$ cat config.mk
export PLATFORM = sky130hd
export DESIGN_NAME = arq_receiver_with_credit_top
export DESIGN_NICKNAME = d
export VERILOG_FILES = /design/src/hw/rtl/arqrx_pkg.sv /design/src/hw/rtl/arqrx_front.sv /design/src/hw/rtl/arqrx_cmd_fifo.sv /design/src/hw/rtl/arqrx_back.sv /design/src/hw/rtl/arq_receiver_with_credit_top.sv
export SDC_FILE = /design/constraint.sdc
export NUM_CORES = 2
export LEC_CHECK = 0
export BUFFER_PORTS_ARGS = -buffer_cell sky130_fd_sc_hd__buf_2
export CAP_MARGIN = 20
export CELL_PAD_IN_SITES_DETAIL_PLACEMENT = 1
export CELL_PAD_IN_SITES_GLOBAL_PLACEMENT = 2
export CORE_MARGIN = 4
export CORE_UTILIZATION = 37
export DETAILED_ROUTE_END_ITERATION = 10
export PLACE_DENSITY = 0.89
export SLEW_MARGIN = 10
export SYNTH_ARGS = -nofsm -noshare
export SYNTH_HDL_FRONTEND = slang
export SYNTH_SLANG_ARGS = --single-unit
export TNS_END_PERCENT = 50
$ cat constraint.sdc
create_clock -name clock -period 10.5 [get_ports clock]
set_input_delay 1.575 -clock clock [delete_from_list [all_inputs] [get_ports clock]]
set_output_delay 1.575 -clock clock [all_outputs]
set_load 0.02 [all_outputs]
$ cat src/hw/rtl/arqrx_pkg.sv
package arqrx_pkg;

   localparam int unsigned DATA_HEADER_BYTES = 4;
   localparam int unsigned INIT_HEADER_BYTES = 12;
   localparam int unsigned BUFFER_BYTES      = 65536;

   localparam int unsigned SEQ_W    = 32;
   localparam int unsigned BYTES_W  = 17;
   localparam int unsigned NAME_W   = 16;
   localparam int unsigned STATUS_W = 3;

   localparam logic [BYTES_W-1:0] DATA_HDR     = BYTES_W'(DATA_HEADER_BYTES);
   localparam logic [BYTES_W-1:0] INIT_HDR     = BYTES_W'(INIT_HEADER_BYTES);
   localparam logic [BYTES_W-1:0] BUF_MAX      = BYTES_W'(BUFFER_BYTES);
   localparam logic [BYTES_W-1:0] CREDIT_MIN   = BYTES_W'(1);
   localparam logic [SEQ_W-1:0]   SEQ_ALL_ONES = '1;

   typedef enum logic [STATUS_W-1:0] {
      ST_ACCEPTED    = 3'd0,
      ST_DUPLICATE   = 3'd1,
      ST_FUTURE      = 3'd2,
      ST_MALFORMED   = 3'd3,
      ST_FINAL_REACK = 3'd4,
      ST_TIMEOUT     = 3'd5,
      ST_IGNORED     = 3'd6
   } status_type;

   typedef struct packed {
      logic                 is_timeout;
      logic                 is_start;
      logic                 bad_start;
      logic                 short_data;
      logic [BYTES_W-1:0]   packet_bytes;
      logic [SEQ_W-1:0]     seq_num;
      logic [SEQ_W-1:0]     file_length;
      logic [BYTES_W-1:0]   payload;
      logic [BYTES_W-1:0]   record;
      logic [SEQ_W:0]       end_sum;
   } cmd_type;

   typedef struct packed {
      logic               send_ack;
      logic [SEQ_W-1:0]   ack_number;
      logic [BYTES_W-1:0] credit;
      logic               flush;
      logic [BYTES_W-1:0] flush_bytes;
      status_type         status;
   } rsp_type;

   function automatic logic [BYTES_W-1:0] sat17(input logic [BYTES_W:0] v);
      return v[BYTES_W] ? {BYTES_W{1'b1}} : v[BYTES_W-1:0];
   endfunction

   function automatic logic [BYTES_W-1:0] sub0(input logic [BYTES_W-1:0] a,
                                                input logic [BYTES_W-1:0] b);
      return (a > b) ? (a - b) : '0;
   endfunction

endpackage

$ cat src/hw/rtl/arqrx_front.sv
module arqrx_front (
   input  logic                             kind,
   input  logic [arqrx_pkg::SEQ_W-1:0]      seq_num,
   input  logic [arqrx_pkg::BYTES_W-1:0]    packet_bytes,
   input  logic [arqrx_pkg::SEQ_W-1:0]      file_length,
   input  logic [arqrx_pkg::NAME_W-1:0]     name_length,
   output arqrx_pkg::cmd_type               cmd
);

   logic [arqrx_pkg::BYTES_W-1:0] init_left;
   logic [arqrx_pkg::BYTES_W-1:0] name_ext;

   always_comb begin
      init_left = packet_bytes - arqrx_pkg::INIT_HDR;
      name_ext  = arqrx_pkg::BYTES_W'(name_length);

      cmd.is_timeout   = kind;
      cmd.is_start     = (seq_num == '0);
      cmd.bad_start    = (packet_bytes < arqrx_pkg::INIT_HDR) || (name_ext > init_left);
      cmd.short_data   = (packet_bytes < arqrx_pkg::DATA_HDR);
      cmd.packet_bytes = packet_bytes;
      cmd.seq_num      = seq_num;
      cmd.file_length  = file_length;
      if (cmd.is_start) begin
         cmd.payload = init_left - name_ext;
      end else begin
         cmd.payload = packet_bytes - arqrx_pkg::DATA_HDR;
      end
      cmd.record  = cmd.payload + arqrx_pkg::DATA_HDR;
      cmd.end_sum = {1'b0, seq_num} + (arqrx_pkg::SEQ_W + 1)'(cmd.payload);
   end

endmodule

$ cat src/hw/rtl/arqrx_cmd_fifo.sv
module arqrx_cmd_fifo (
   input  logic               clock,
   input  logic               reset,
   input  logic               push,
   input  arqrx_pkg::cmd_type push_data,
   output logic               full,
   input  logic               pop,
   output arqrx_pkg::cmd_type pop_data,
   output logic               empty
);

   arqrx_pkg::cmd_type entries_ff [2];
   logic               wr_ptr_ff, wr_ptr_in;
   logic               rd_ptr_ff, rd_ptr_in;
   logic [1:0]         count_ff, count_in;
   logic               do_push, do_pop;

   assign full     = (count_ff == 2'd2);
   assign empty    = (count_ff == 2'd0);
   assign pop_data = entries_ff[rd_ptr_ff];
   assign do_push  = push && !full;
   assign do_pop   = pop && !empty;

   always_comb begin
      wr_ptr_in = do_push ? !wr_ptr_ff : wr_ptr_ff;
      rd_ptr_in = do_pop ? !rd_ptr_ff : rd_ptr_ff;
      count_in  = count_ff + 2'(do_push) - 2'(do_pop);
   end

   always_ff @(posedge clock) begin
      if (reset) begin
         wr_ptr_ff <= 1'b0;
         rd_ptr_ff <= 1'b0;
         count_ff  <= 2'd0;
      end else begin
         wr_ptr_ff <= wr_ptr_in;
         rd_ptr_ff <= rd_ptr_in;
         count_ff  <= count_in;
      end
   end

   always_ff @(posedge clock) begin
      if (do_push) begin
         entries_ff[wr_ptr_ff] <= push_data;
      end
   end

   a_count_range: assert property (@(posedge clock) disable iff (reset)
      count_ff != 2'd3) else $error("command queue count out of range");

   a_pop_guard: assert property (@(posedge clock) disable iff (reset)
      pop |-> !empty) else $error("command queue popped while empty");

   a_ptr_track: assert property (@(posedge clock) disable iff (reset)
      (count_ff == 2'd0 || count_ff == 2'd2) |-> (wr_ptr_ff == rd_ptr_ff))
      else $error("command queue pointers disagree with count");

endmodule

$ cat src/hw/rtl/arqrx_back.sv
module arqrx_back (
   input  logic                          clock,
   input  logic                          reset,
   input  arqrx_pkg::cmd_type            cmd,
   input  logic                          cmd_empty,
   output logic                          cmd_pop,
   input  logic                          csr_write_enable,
   input  logic [arqrx_pkg::BYTES_W-1:0] csr_write_data,
   output arqrx_pkg::rsp_type            rsp,
   output logic                          empty,
   input  logic                          pop
);

   localparam int unsigned BW = arqrx_pkg::BYTES_W;
   localparam int unsigned SW = arqrx_pkg::SEQ_W;

   logic [SW-1:0] expected_byte_ff, expected_byte_in;
   logic [SW-1:0] final_ack_ff, final_ack_in;
   logic [SW-1:0] session_length_ff, session_length_in;
   logic          idle_ff, idle_in;
   logic [BW-1:0] free_credit_ff, free_credit_in;
   logic [BW-1:0] buffered_total_ff, buffered_total_in;
   logic [BW-1:0] buffered_payload_ff, buffered_payload_in;

   arqrx_pkg::rsp_type out_ff [2];
   logic               out_wr_ff, out_wr_in;
   logic               out_rd_ff, out_rd_in;
   logic [1:0]         out_count_ff, out_count_in;
   logic               out_full, out_pop;

   arqrx_pkg::rsp_type res;
   logic               take;
   logic               accept;
   logic [BW-1:0]      free_b, btot_b, bpay_b;
   logic [SW-1:0]      sess_b, final_b;
   logic               idle_b;
   logic [BW-1:0]      btot2, free2, bpay2;
   logic [SW-1:0]      pay2, exp2;
   logic [SW:0]        bpay_sum;
   logic               do_final, do_flush;
   logic [BW-1:0]      eff_credit;

   assign out_full = (out_count_ff == 2'd2);
   assign empty    = (out_count_ff == 2'd0);
   assign rsp      = out_ff[out_rd_ff];
   assign out_pop  = pop && !empty;
   assign take     = !cmd_empty && !out_full;
   assign cmd_pop  = take;

   always_comb begin
      expected_byte_in    = expected_byte_ff;
      final_ack_in        = final_ack_ff;
      session_length_in   = session_length_ff;
      idle_in             = idle_ff;
      free_credit_in      = free_credit_ff;
      buffered_total_in   = buffered_total_ff;
      buffered_payload_in = buffered_payload_ff;

      res.send_ack    = 1'b0;
      res.ack_number  = '0;
      res.flush       = 1'b0;
      res.flush_bytes = '0;
      res.status      = arqrx_pkg::ST_IGNORED;

      accept  = 1'b0;
      free_b  = free_credit_ff;
      btot_b  = buffered_total_ff;
      bpay_b  = buffered_payload_ff;
      sess_b  = session_length_ff;
      final_b = final_ack_ff;
      idle_b  = idle_ff;

      if (cmd.is_timeout) begin
         if (!idle_ff) begin
            res.flush           = 1'b1;
            res.flush_bytes     = buffered_payload_ff;
            free_credit_in      = arqrx_pkg::sat17({1'b0, free_credit_ff} +
                                                   {1'b0, buffered_total_ff});
            buffered_total_in   = '0;
            buffered_payload_in = '0;
            idle_in             = 1'b1;
            expected_byte_in    = '0;
            final_ack_in        = arqrx_pkg::SEQ_ALL_ONES;
            res.status          = arqrx_pkg::ST_TIMEOUT;
         end
      end else if (cmd.packet_bytes > free_credit_ff) begin
         res.status = arqrx_pkg::ST_IGNORED;
      end else if (cmd.is_start) begin
         if (cmd.bad_start) begin
            res.status = arqrx_pkg::ST_MALFORMED;
         end else begin
            accept  = 1'b1;
            free_b  = arqrx_pkg::sat17({1'b0, free_credit_ff} + {1'b0, buffered_total_ff});
            btot_b  = '0;
            bpay_b  = '0;
            sess_b  = cmd.file_length;
            final_b = arqrx_pkg::SEQ_ALL_ONES;
            idle_b  = 1'b0;
         end
      end else if (cmd.short_data) begin
         res.status = arqrx_pkg::ST_IGNORED;
      end else if (idle_ff && (cmd.end_sum == {1'b0, final_ack_ff})) begin
         res.status     = arqrx_pkg::ST_FINAL_REACK;
         res.send_ack   = 1'b1;
         res.ack_number = final_ack_ff;
      end else if (cmd.seq_num < expected_byte_ff) begin
         res.status     = arqrx_pkg::ST_DUPLICATE;
         res.send_ack   = 1'b1;
         res.ack_number = expected_byte_ff;
      end else if (cmd.seq_num > expected_byte_ff) begin
         res.status = arqrx_pkg::ST_FUTURE;
      end else begin
         accept = 1'b1;
      end

      btot2 = arqrx_pkg::sat17({1'b0, btot_b} + {1'b0, cmd.record});
      free2 = arqrx_pkg::sub0(free_b, cmd.record);
      if (cmd.end_sum > {1'b0, sess_b}) begin
         pay2 = SW'(cmd.payload) - (cmd.end_sum[SW-1:0] - sess_b);
         exp2 = sess_b;
      end else begin
         pay2 = SW'(cmd.payload);
         exp2 = cmd.end_sum[SW-1:0];
      end
      bpay_sum = (SW + 1)'(bpay_b) + {1'b0, pay2};
      bpay2    = (|bpay_sum[SW:BW]) ? {BW{1'b1}} : bpay_sum[BW-1:0];
      do_final = (exp2 == sess_b);
      do_flush = (SW'(free2) < pay2) || do_final;

      if (accept) begin
         res.status        = arqrx_pkg::ST_ACCEPTED;
         res.send_ack      = 1'b1;
         res.ack_number    = exp2;
         session_length_in = sess_b;
         expected_byte_in  = exp2;
         final_ack_in      = final_b;
         idle_in           = idle_b;
         if (do_flush) begin
            res.flush           = 1'b1;
            res.flush_bytes     = bpay2;
            free_credit_in      = arqrx_pkg::sat17({1'b0, free2} + {1'b0, btot2});
            buffered_total_in   = '0;
            buffered_payload_in = '0;
         end else begin
            free_credit_in      = free2;
            buffered_total_in   = btot2;
            buffered_payload_in = bpay2;
         end
         if (do_final) begin
            idle_in          = 1'b1;
            final_ack_in     = sess_b;
            expected_byte_in = '0;
         end
      end

      res.credit = free_credit_in;
   end

   always_comb begin
      if (csr_write_data == '0) begin
         eff_credit = arqrx_pkg::CREDIT_MIN;
      end else if (csr_write_data > arqrx_pkg::BUF_MAX) begin
         eff_credit = arqrx_pkg::BUF_MAX;
      end else begin
         eff_credit = csr_write_data;
      end
      out_wr_in    = take ? !out_wr_ff : out_wr_ff;
      out_rd_in    = out_pop ? !out_rd_ff : out_rd_ff;
      out_count_in = out_count_ff + 2'(take) - 2'(out_pop);
   end

   always_ff @(posedge clock) begin
      if (reset) begin
         expected_byte_ff    <= '0;
         final_ack_ff        <= arqrx_pkg::SEQ_ALL_ONES;
         session_length_ff   <= '0;
         idle_ff             <= 1'b1;
         free_credit_ff      <= arqrx_pkg::BUF_MAX;
         buffered_total_ff   <= '0;
         buffered_payload_ff <= '0;
         out_wr_ff           <= 1'b0;
         out_rd_ff           <= 1'b0;
         out_count_ff        <= 2'd0;
      end else begin
         if (take) begin
            expected_byte_ff    <= expected_byte_in;
            final_ack_ff        <= final_ack_in;
            session_length_ff   <= session_length_in;
            idle_ff             <= idle_in;
            buffered_total_ff   <= buffered_total_in;
            buffered_payload_ff <= buffered_payload_in;
         end
         if (csr_write_enable) begin
            free_credit_ff <= arqrx_pkg::sub0(eff_credit, buffered_total_ff);
         end else if (take) begin
            free_credit_ff <= free_credit_in;
         end
         out_wr_ff    <= out_wr_in;
         out_rd_ff    <= out_rd_in;
         out_count_ff <= out_count_in;
      end
   end

   always_ff @(posedge clock) begin
      if (take) begin
         out_ff[out_wr_ff] <= res;
      end
   end

   a_expected_within_session: assert property (@(posedge clock) disable iff (reset)
      expected_byte_ff <= session_length_ff)
      else $error("expected byte beyond session length");

   a_idle_buffer_empty: assert property (@(posedge clock) disable iff (reset)
      idle_ff |-> (buffered_total_ff == '0 && buffered_payload_ff == '0))
      else $error("buffer holds data while idle");

   a_timeout_goes_idle: assert property (@(posedge clock) disable iff (reset)
      (take && res.status == arqrx_pkg::ST_TIMEOUT) |=> (idle_ff && expected_byte_ff == '0))
      else $error("timeout did not reset the session");

   a_payload_within_total: assert property (@(posedge clock) disable iff (reset)
      buffered_payload_ff <= buffered_total_ff)
      else $error("buffered payload exceeds buffered total");

endmodule

$ cat src/hw/rtl/arq_receiver_with_credit_top.sv
// A beat passes the command queue, then the back-end state update, then the result queue.
// Throughput: one beat per cycle while the result queue is not full.
// Two-entry queues sit between front and back and at the result side.
// Reset is synchronous: both queues empty, session idle, credit 65536, final ack all ones.
// No clearing pass follows reset; the block takes beats on the next cycle.
module arq_receiver_with_credit_top (
   input  logic                          clock,
   input  logic                          reset,
   input  logic                          push,
   output logic                          full,
   input  logic                          req_kind,
   input  logic [arqrx_pkg::SEQ_W-1:0]   req_seq_num,
   input  logic [arqrx_pkg::BYTES_W-1:0] req_packet_bytes,
   input  logic [arqrx_pkg::SEQ_W-1:0]   req_file_length,
   input  logic [arqrx_pkg::NAME_W-1:0]  req_name_length,
   output logic                          empty,
   input  logic                          pop,
   output logic                          rsp_send_ack,
   output logic [arqrx_pkg::SEQ_W-1:0]   rsp_ack_number,
   output logic [arqrx_pkg::BYTES_W-1:0] rsp_credit,
   output logic                          rsp_flush,
   output logic [arqrx_pkg::BYTES_W-1:0] rsp_flush_bytes,
   output logic [arqrx_pkg::STATUS_W-1:0] rsp_status,
   input  logic                          csr_write_enable,
   input  logic [arqrx_pkg::BYTES_W-1:0] csr_write_data
);

   arqrx_pkg::cmd_type front_cmd;
   arqrx_pkg::cmd_type head_cmd;
   arqrx_pkg::rsp_type rsp;
   logic               cmd_empty;
   logic               cmd_pop;

   arqrx_front u_front (
      .kind         (req_kind),
      .seq_num      (req_seq_num),
      .packet_bytes (req_packet_bytes),
      .file_length  (req_file_length),
      .name_length  (req_name_length),
      .cmd          (front_cmd)
   );

   arqrx_cmd_fifo u_cmd_fifo (
      .clock     (clock),
      .reset     (reset),
      .push      (push),
      .push_data (front_cmd),
      .full      (full),
      .pop       (cmd_pop),
      .pop_data  (head_cmd),
      .empty     (cmd_empty)
   );

   arqrx_back u_back (
      .clock            (clock),
      .reset            (reset),
      .cmd              (head_cmd),
      .cmd_empty        (cmd_empty),
      .cmd_pop          (cmd_pop),
      .csr_write_enable (csr_write_enable),
      .csr_write_data   (csr_write_data),
      .rsp              (rsp),
      .empty            (empty),
      .pop              (pop)
   );

   assign rsp_send_ack    = rsp.send_ack;
   assign rsp_ack_number  = rsp.ack_number;
   assign rsp_credit      = rsp.credit;
   assign rsp_flush       = rsp.flush;
   assign rsp_flush_bytes = rsp.flush_bytes;
   assign rsp_status      = rsp.status;

endmodule

# --- Word level (Yosys, flattened, before mapping) ---
# Memories as Yosys holds them, arrays and structs flattened. A register that Yosys moved wholly into a read port is not among the register bits.
# Cells that the tools add are included.
word_totals:
  word_cells: 171
  output_inout_bits: 73
  memories: 2
  input_bits: 120
  ram_bits: 446
  regBits: 156
mem_list:
  columns: ["memory", "depth", "width", "read_ports", "rd_clocked_by_memory_dff", "wr", "line", "text"]
  rows:
  - ["u_cmd_fifo.entries_ff", 2, 152, 1, 1, 1, "arqrx_cmd_fifo.sv:12", "arqrx_pkg::cmd_type entries_ff [2];"]
  - ["u_back.out_ff", 2, 71, 1, 1, 1, "arqrx_back.sv:25", "arqrx_pkg::rsp_type out_ff [2];"]
op_classes:
  n_mux: 93
  n_lt_le_gt_ge: 11
  addsub: 17
  eq_ne: 8
  reduce_logical: 27
op_table:
  columns: ["cell", "n"]
  rows:
  - ["$mux W32", 18]
  - ["$mux W17", 33]
  - ["$mux W33", 7]
  - ["$add A17 B17 Y18", 3]
  - ["$gt A17 B17 Y1", 3]
  - ["$mux W21", 2]
  - ["$mux W18", 2]
  - ["$sub A17 B17 Y17", 2]
  - ["$add A17 B32 Y33", 1]
  - ["$add A32 B17 Y33", 1]
  - ["$eq A33 B32 Y1", 1]
  - ["$gt A33 B32 Y1", 1]
  - ["$eq A32 B32 Y1", 1]
  - ["$gt A32 B32 Y1", 1]
  - ["$logic_not A32 Y1", 1]
  - ["$lt A17 B32 Y1", 1]
  - ["$lt A32 B32 Y1", 1]
  - ["$sub A17 B32 Y32", 1]
  - ["$sub A32 B32 Y32", 1]
  - ["$mux W3", 8]
  - ["$mux W1", 23]
  - ["$add A17 B3 Y17 const B", 1]
  - ["$gt A16 B17 Y1", 1]
  - ["$gt A17 B17 Y1 const B", 1]
  - ["other kinds (24)", 41]

# --- Depth between registers and ports, before layout ---
depth:
  ltp_word: 14
  depth_mapped: 53
  ltp_nobuf: 42

# --- Hierarchy ---
# Synthesis repeated with hierarchy kept, for this count alone.
unflattened:
  hier_cells: 4079
  area_unflattened_um2: 40426.3
by_module_without_submodules:
  columns: ["mod", "cells_each", "n_inst", "seq_area_each_um2", "area_per_inst_um2"]
  rows:
  - ["arqrx_back", 3036, 1, 7327.0, 25130.4]
  - ["arqrx_cmd_fifo", 500, 1, 9228.9, 11521.0]
  - ["arqrx_front", 543, 1, 0.0, 3774.9]

# --- Least setup slack after synthesis ---
# OpenSTA, ideal clock, no wires.
synth_timing:
  path_kind: "register -> register"
  start: "register (tool-made name)"
  end: "memory u_back.out_ff[0][11] (netlist bit), data pin"
  slack_ns: -0.627
  synth_period_minus_slack_ns: 11.127
  arrival_time_ns: 10.856
  setup_time_ns: 0.271
  n_path_buf: 18
  stages_incl_launch_ff: 50
  required_ns: 10.229
  cell_sequence: "dfxtp_1 -> buf_4 -> buf_4 -> buf_4 -> buf_2 -> buf_2 -> buf_1 -> buf_1 -> mux2_2 -> ha_1 -> nand4_2 -> nor4_4 -> nand4_1 -> clkbuf_1 -> clkbuf_1 -> and3_1 -> or2_2 -> clkbuf_1 -> [... 14 more ...] -> ha_1 -> clkbuf_1 -> a21o_1 -> a21oi_1 -> o21ai_0 -> a221oi_1 -> o21ai_0 -> and2_1 -> clkbuf_1 -> o21ai_0 -> a21oi_1 -> nor2_1 -> nand3b_1 -> nor4b_4 -> nand4_4 -> buf_6 -> nor3_2 -> o21ai_1"
synth_rtl:
  columns: ["item", "line"]
  rows:
  - ["to (decl)", "arqrx_back.sv:25"]

==> results.txt <==
The logs give 0.266 for the part of the power in registers and 118 for the placement row count. The share of final-layout standard cells stronger than drive strength 1 works out to 0.150. The initial cell density of the core was 0.373; the maximum count of clock buffers along a single path was 3. The H-tree was split into 3 levels. The first-pass GRT wire length was 201 mm. The first detailed-routing pass ran for 6 iterations. In the synthesized netlist, the cells that appear most often are 442 x sky130_fd_sc_hd__edfxtp_1, 334 x sky130_fd_sc_hd__nand2_1, 299 x sky130_fd_sc_hd__inv_1, 299 x sky130_fd_sc_hd__nor2_1, 281 x sky130_fd_sc_hd__ha_1. The die span in x works out to 331 um. The routed design could run at a clock period as short as 9.85 ns. The endpoint identified for the worst register-to-register timing path is u_back.out_ff[1][37]. Routed signal wires occupy layers up through met5. Static timing analysis puts the maximum clock frequency at 102 MHz. The finished cells cover 43600 um2.

At the later pin of the worst-skew pair, clock insertion delay measures 0.67 ns. Average routed wire per standard cell: 24.3 um. Critical path endpoint category: a register.

Setup repair after global routing left no endpoint under its margin. The analysis attributes to cell leakage a power of 17.0 nW. For the pin with the worst max-slew slack, the measured transition is 1.13 ns. Compared with the post-synthesis result, the final layout area differs by 12.9%.

The final sum of negative setup slack was 0 ns. The die covers 110000 um2. The top-area cell type share of the netlist area was 0.344; the delay of the slowest cell on the worst path was 0.51 ns. The number of nets in the finished design is 4533, and the switching part of the total power is 0.447. Worst hold-check path type: reg2reg.

For the final count of pins violating max slew, the log shows 0. The initial antenna violation count is 1, and the wire length on met1 is 59.9 mm. The slowest cell on the critical path was sky130_fd_sc_hd__dfxtp_4. Wires add up to 135 mm. By area the synthesized netlist is led by sky130_fd_sc_hd__edfxtp_1 34%, sky130_fd_sc_hd__ha_1 9.1%, sky130_fd_sc_hd__dfxtp_1 8.2%.

In this run the cell area of the synthesized design comes to 38600 um2. The run gives 0.241 as the global-route usage over all layers. In the routed design, unresolved DRC markers number 0. After detailed routing, the met3 layer carries 8.28 mm of wire.

Clock buffer count from CTS: 69. The average via count per standard cell is 5.67. The buffer type at the clock tree root was sky130_fd_sc_hd__clkbuf_16.

The power density normalized to cell area came out at 279 nW/um2. The setup check on the worst reg-to-reg path leaves a slack of 0.65 ns. The run finished with clean final reports. The final setup skew was 0.0513 ns; the fraction of registers with async set/reset was 0. Once detailed placement completed, the half-perimeter wirelength came to 101 mm.

The count of yosys warnings during synthesis is 0. The number of buffers added on ports is 192. Among the stages of the critical path, the cell type that occurs most often is sky130_fd_sc_hd__a21oi_1. The max-capacitance violation count is 0, and the largest fanout of any net on the critical path is 50.

Along the worst hold path, the cell count comes to 2. The run gives 0 as the number of hold-slack violations in the final timing report. The cell type with the highest aggregate area in the netlist is sky130_fd_sc_hd__edfxtp_1. The worst register-to-register path has a depth of 42. The run gives 41200 um2 as the total cell area at the placement stage. The tools report the combinational group share of total power as 0.529.

193 I/O pins were placed. Number of enable-type register cells in the synthesized netlist: 442. For this design the total switching power over the nets is 0.00543 W. TritonCTS built the clock tree.

Total grt overflow: 0. Overall power consumption after layout is estimated at 0.0122 W. Entering global routing, the biggest net connects 151 pins. For the placeable core region, the log shows 103000 um2. The netlist uses 107 different library cells. The number of global-route vias before repair came out at 32000. For this run, the leading register cell type out of synthesis is sky130_fd_sc_hd__edfxtp_1. The logs give 0.00673 W for the internal power contribution and 170 uV for the worst supply voltage drop on vdd. For this design, the sink count on the clock tree is 600. The number of failing setup endpoints in the final timing report came out at 0. For the part of the power in the clock network, the log shows 0.204.

The chip height was 331 um. The congestion estimate from routability-driven global placement came to 0.918. The detail route stage leaves a number of antenna-violating nets equal to 0.

The final clock period utilization by the worst path is 0.938, and the post-synthesis register bit count is 600. STA puts the critical path data required time at 10.86 ns. By startpoint and endpoint, the worst setup path is classified as reg2reg. The tightest slew margin relative to the limit came out at 0.241. The worst hold path begins at u_back.session_length_ff[13]. The worst hold path endpoint was u_back.session_length_ff[13]. When the netlist entered floorplanning its net count stood at 4370.

The tools report the nature of the critical path startpoint as a register. Most frequent cell after synthesis: sky130_fd_sc_hd__edfxtp_1. The number of violations reported at the end of detailed-routing iteration 0 was 2281. The mean area per synthesized cell was 9.79 um2; the total via count after detailed routing was 31400. The tools report the data arrival time of the worst path as 10.21 ns.

Part of the Yosys area used for sequential elements: 0.426. After clock tree synthesis, the clock-pin slew on the worst setup and hold paths is 0.06 ns. The routed design uses 63.2 mm of met2 wire. The tools report the gate count after technology mapping as 3944.
[worst max-delay path by stage]
stage / start / endpoint / slack [ns] / depth (start not counted)
final: register / u_back.out_ff[1][37] / 0.65 / 42
after global routing: register / u_back.out_ff[1][37] / 0.01 / 42
after CTS: register / u_back.out_ff[1][37] / 0.43 / 41
after detailed placement: register / u_back.out_ff[0][37] / 0.48 / 41
after global placement: register / u_back.out_ff[0][37] / 0.79 / 41
after floorplan: register / u_back.out_ff[0][11] / 0.02 / 49
[critical path: cells and delay by family (launching register included)]
family	cells	cell delay, ns
compound gates	24	4.78
simple gates	10	1.97
fa+ha+maj	4	1.23
buf+inv	3	0.65
flops	1	0.51
mux	1	0.38
[power groups by stage]
stage          Clock, W  Sequential, W  Combinational [W]
3_3_place_gp          0        0.00325            0.00625
6_report        0.00249        0.00324            0.00644
2_1_floorplan         0        0.00324            0.00440
3_5_place_dp          0        0.00329            0.00633
4_1_cts         0.00252        0.00324            0.00639
5_1_grt         0.00263        0.00327            0.00701
[through the flow]
stage / std cells / worst slack (ns) / util / hold WS [ns]
CTS: 5541 / 0.426 / 0.421 / 0.451
finish: 5545 / 0.652 / 0.421 / 0.452
global placement: 5412 / 0.786 / 0.398 / 0.437
detailed placement: 5413 / 0.484 / 0.398 / 0.443
floorplan: 3944 / 0.0173 / - / 0.432
global route: 5544 / 0.0111 / 0.421 / 0.468
[final cells by class]
type                    instances  area, um2
clock inverters                37        474
clock buffers                  91       1850
multi-input cells            2871      20400
inverters                     299       1120
diodes                          1       2.50
fillers                     11600      59900
flip-flops and latches        600      16400
repair buffers                266       1570
well taps                    1380       1730
[flip-flops by register name (all words and copies together) (netlist names), named ones only]
register / cells
u_back.buffered_total_ff: 17
u_back.out_rd_ff: 1
u_back.idle_ff: 1
u_back.free_credit_ff: 17
u_back.out_ff: 142
u_back.final_ack_ff: 32
u_cmd_fifo.entries_ff: 300
u_back.out_wr_ff: 1
u_back.expected_byte_ff: 32
u_cmd_fifo.rd_ptr_ff: 1
u_back.out_count_ff: 2
u_cmd_fifo.count_ff: 2
u_back.session_length_ff: 32
u_back.buffered_payload_ff: 17
u_cmd_fifo.wr_ptr_ff: 1
[per-layer routing]
layer  up-vias  GRT usage
li1      14600          -
met4         2     0.0666
met1     15700      0.332
met5         -          0
met3       187     0.0361
met2       959      0.395
[kinds of logic (layout without fill, tap and decap cells)]
group,Yosys count,in the layout,share of synthesized area
mux,232,232,0.0645
flops,600,600,0.426
fa+ha+maj,306,306,0.104
xor+xnor,223,223,0.0506
other cells,0,1,0
buf+inv,474,693,0.0488
simple gates,1192,1193,0.152
compound gates,917,917,0.154
[cells in the final DEF, fill, tap and decap left out, types with 99 or more instances in the layout]
cell,Yosys,routed
sky130_fd_sc_hd__buf_2,19,192
sky130_fd_sc_hd__edfxtp_1,442,442
sky130_fd_sc_hd__a21oi_1,279,277
sky130_fd_sc_hd__o21ai_0,199,198
sky130_fd_sc_hd__mux2_2,133,133
sky130_fd_sc_hd__dfxtp_1,158,156
sky130_fd_sc_hd__ha_1,281,281
sky130_fd_sc_hd__xnor2_1,167,167
sky130_fd_sc_hd__nand2_1,334,331
sky130_fd_sc_hd__mux2i_1,99,99
sky130_fd_sc_hd__inv_1,299,299
sky130_fd_sc_hd__nor2_1,299,293
[timing repair]
item                       in CTS  in global routing
hold buffers                    0                  0
gates resized for setup         0                  4
setup buffers                   0                  1
setup endpoints to repair       0                 80
No activity file was read; power rests on OpenSTA's default activity.
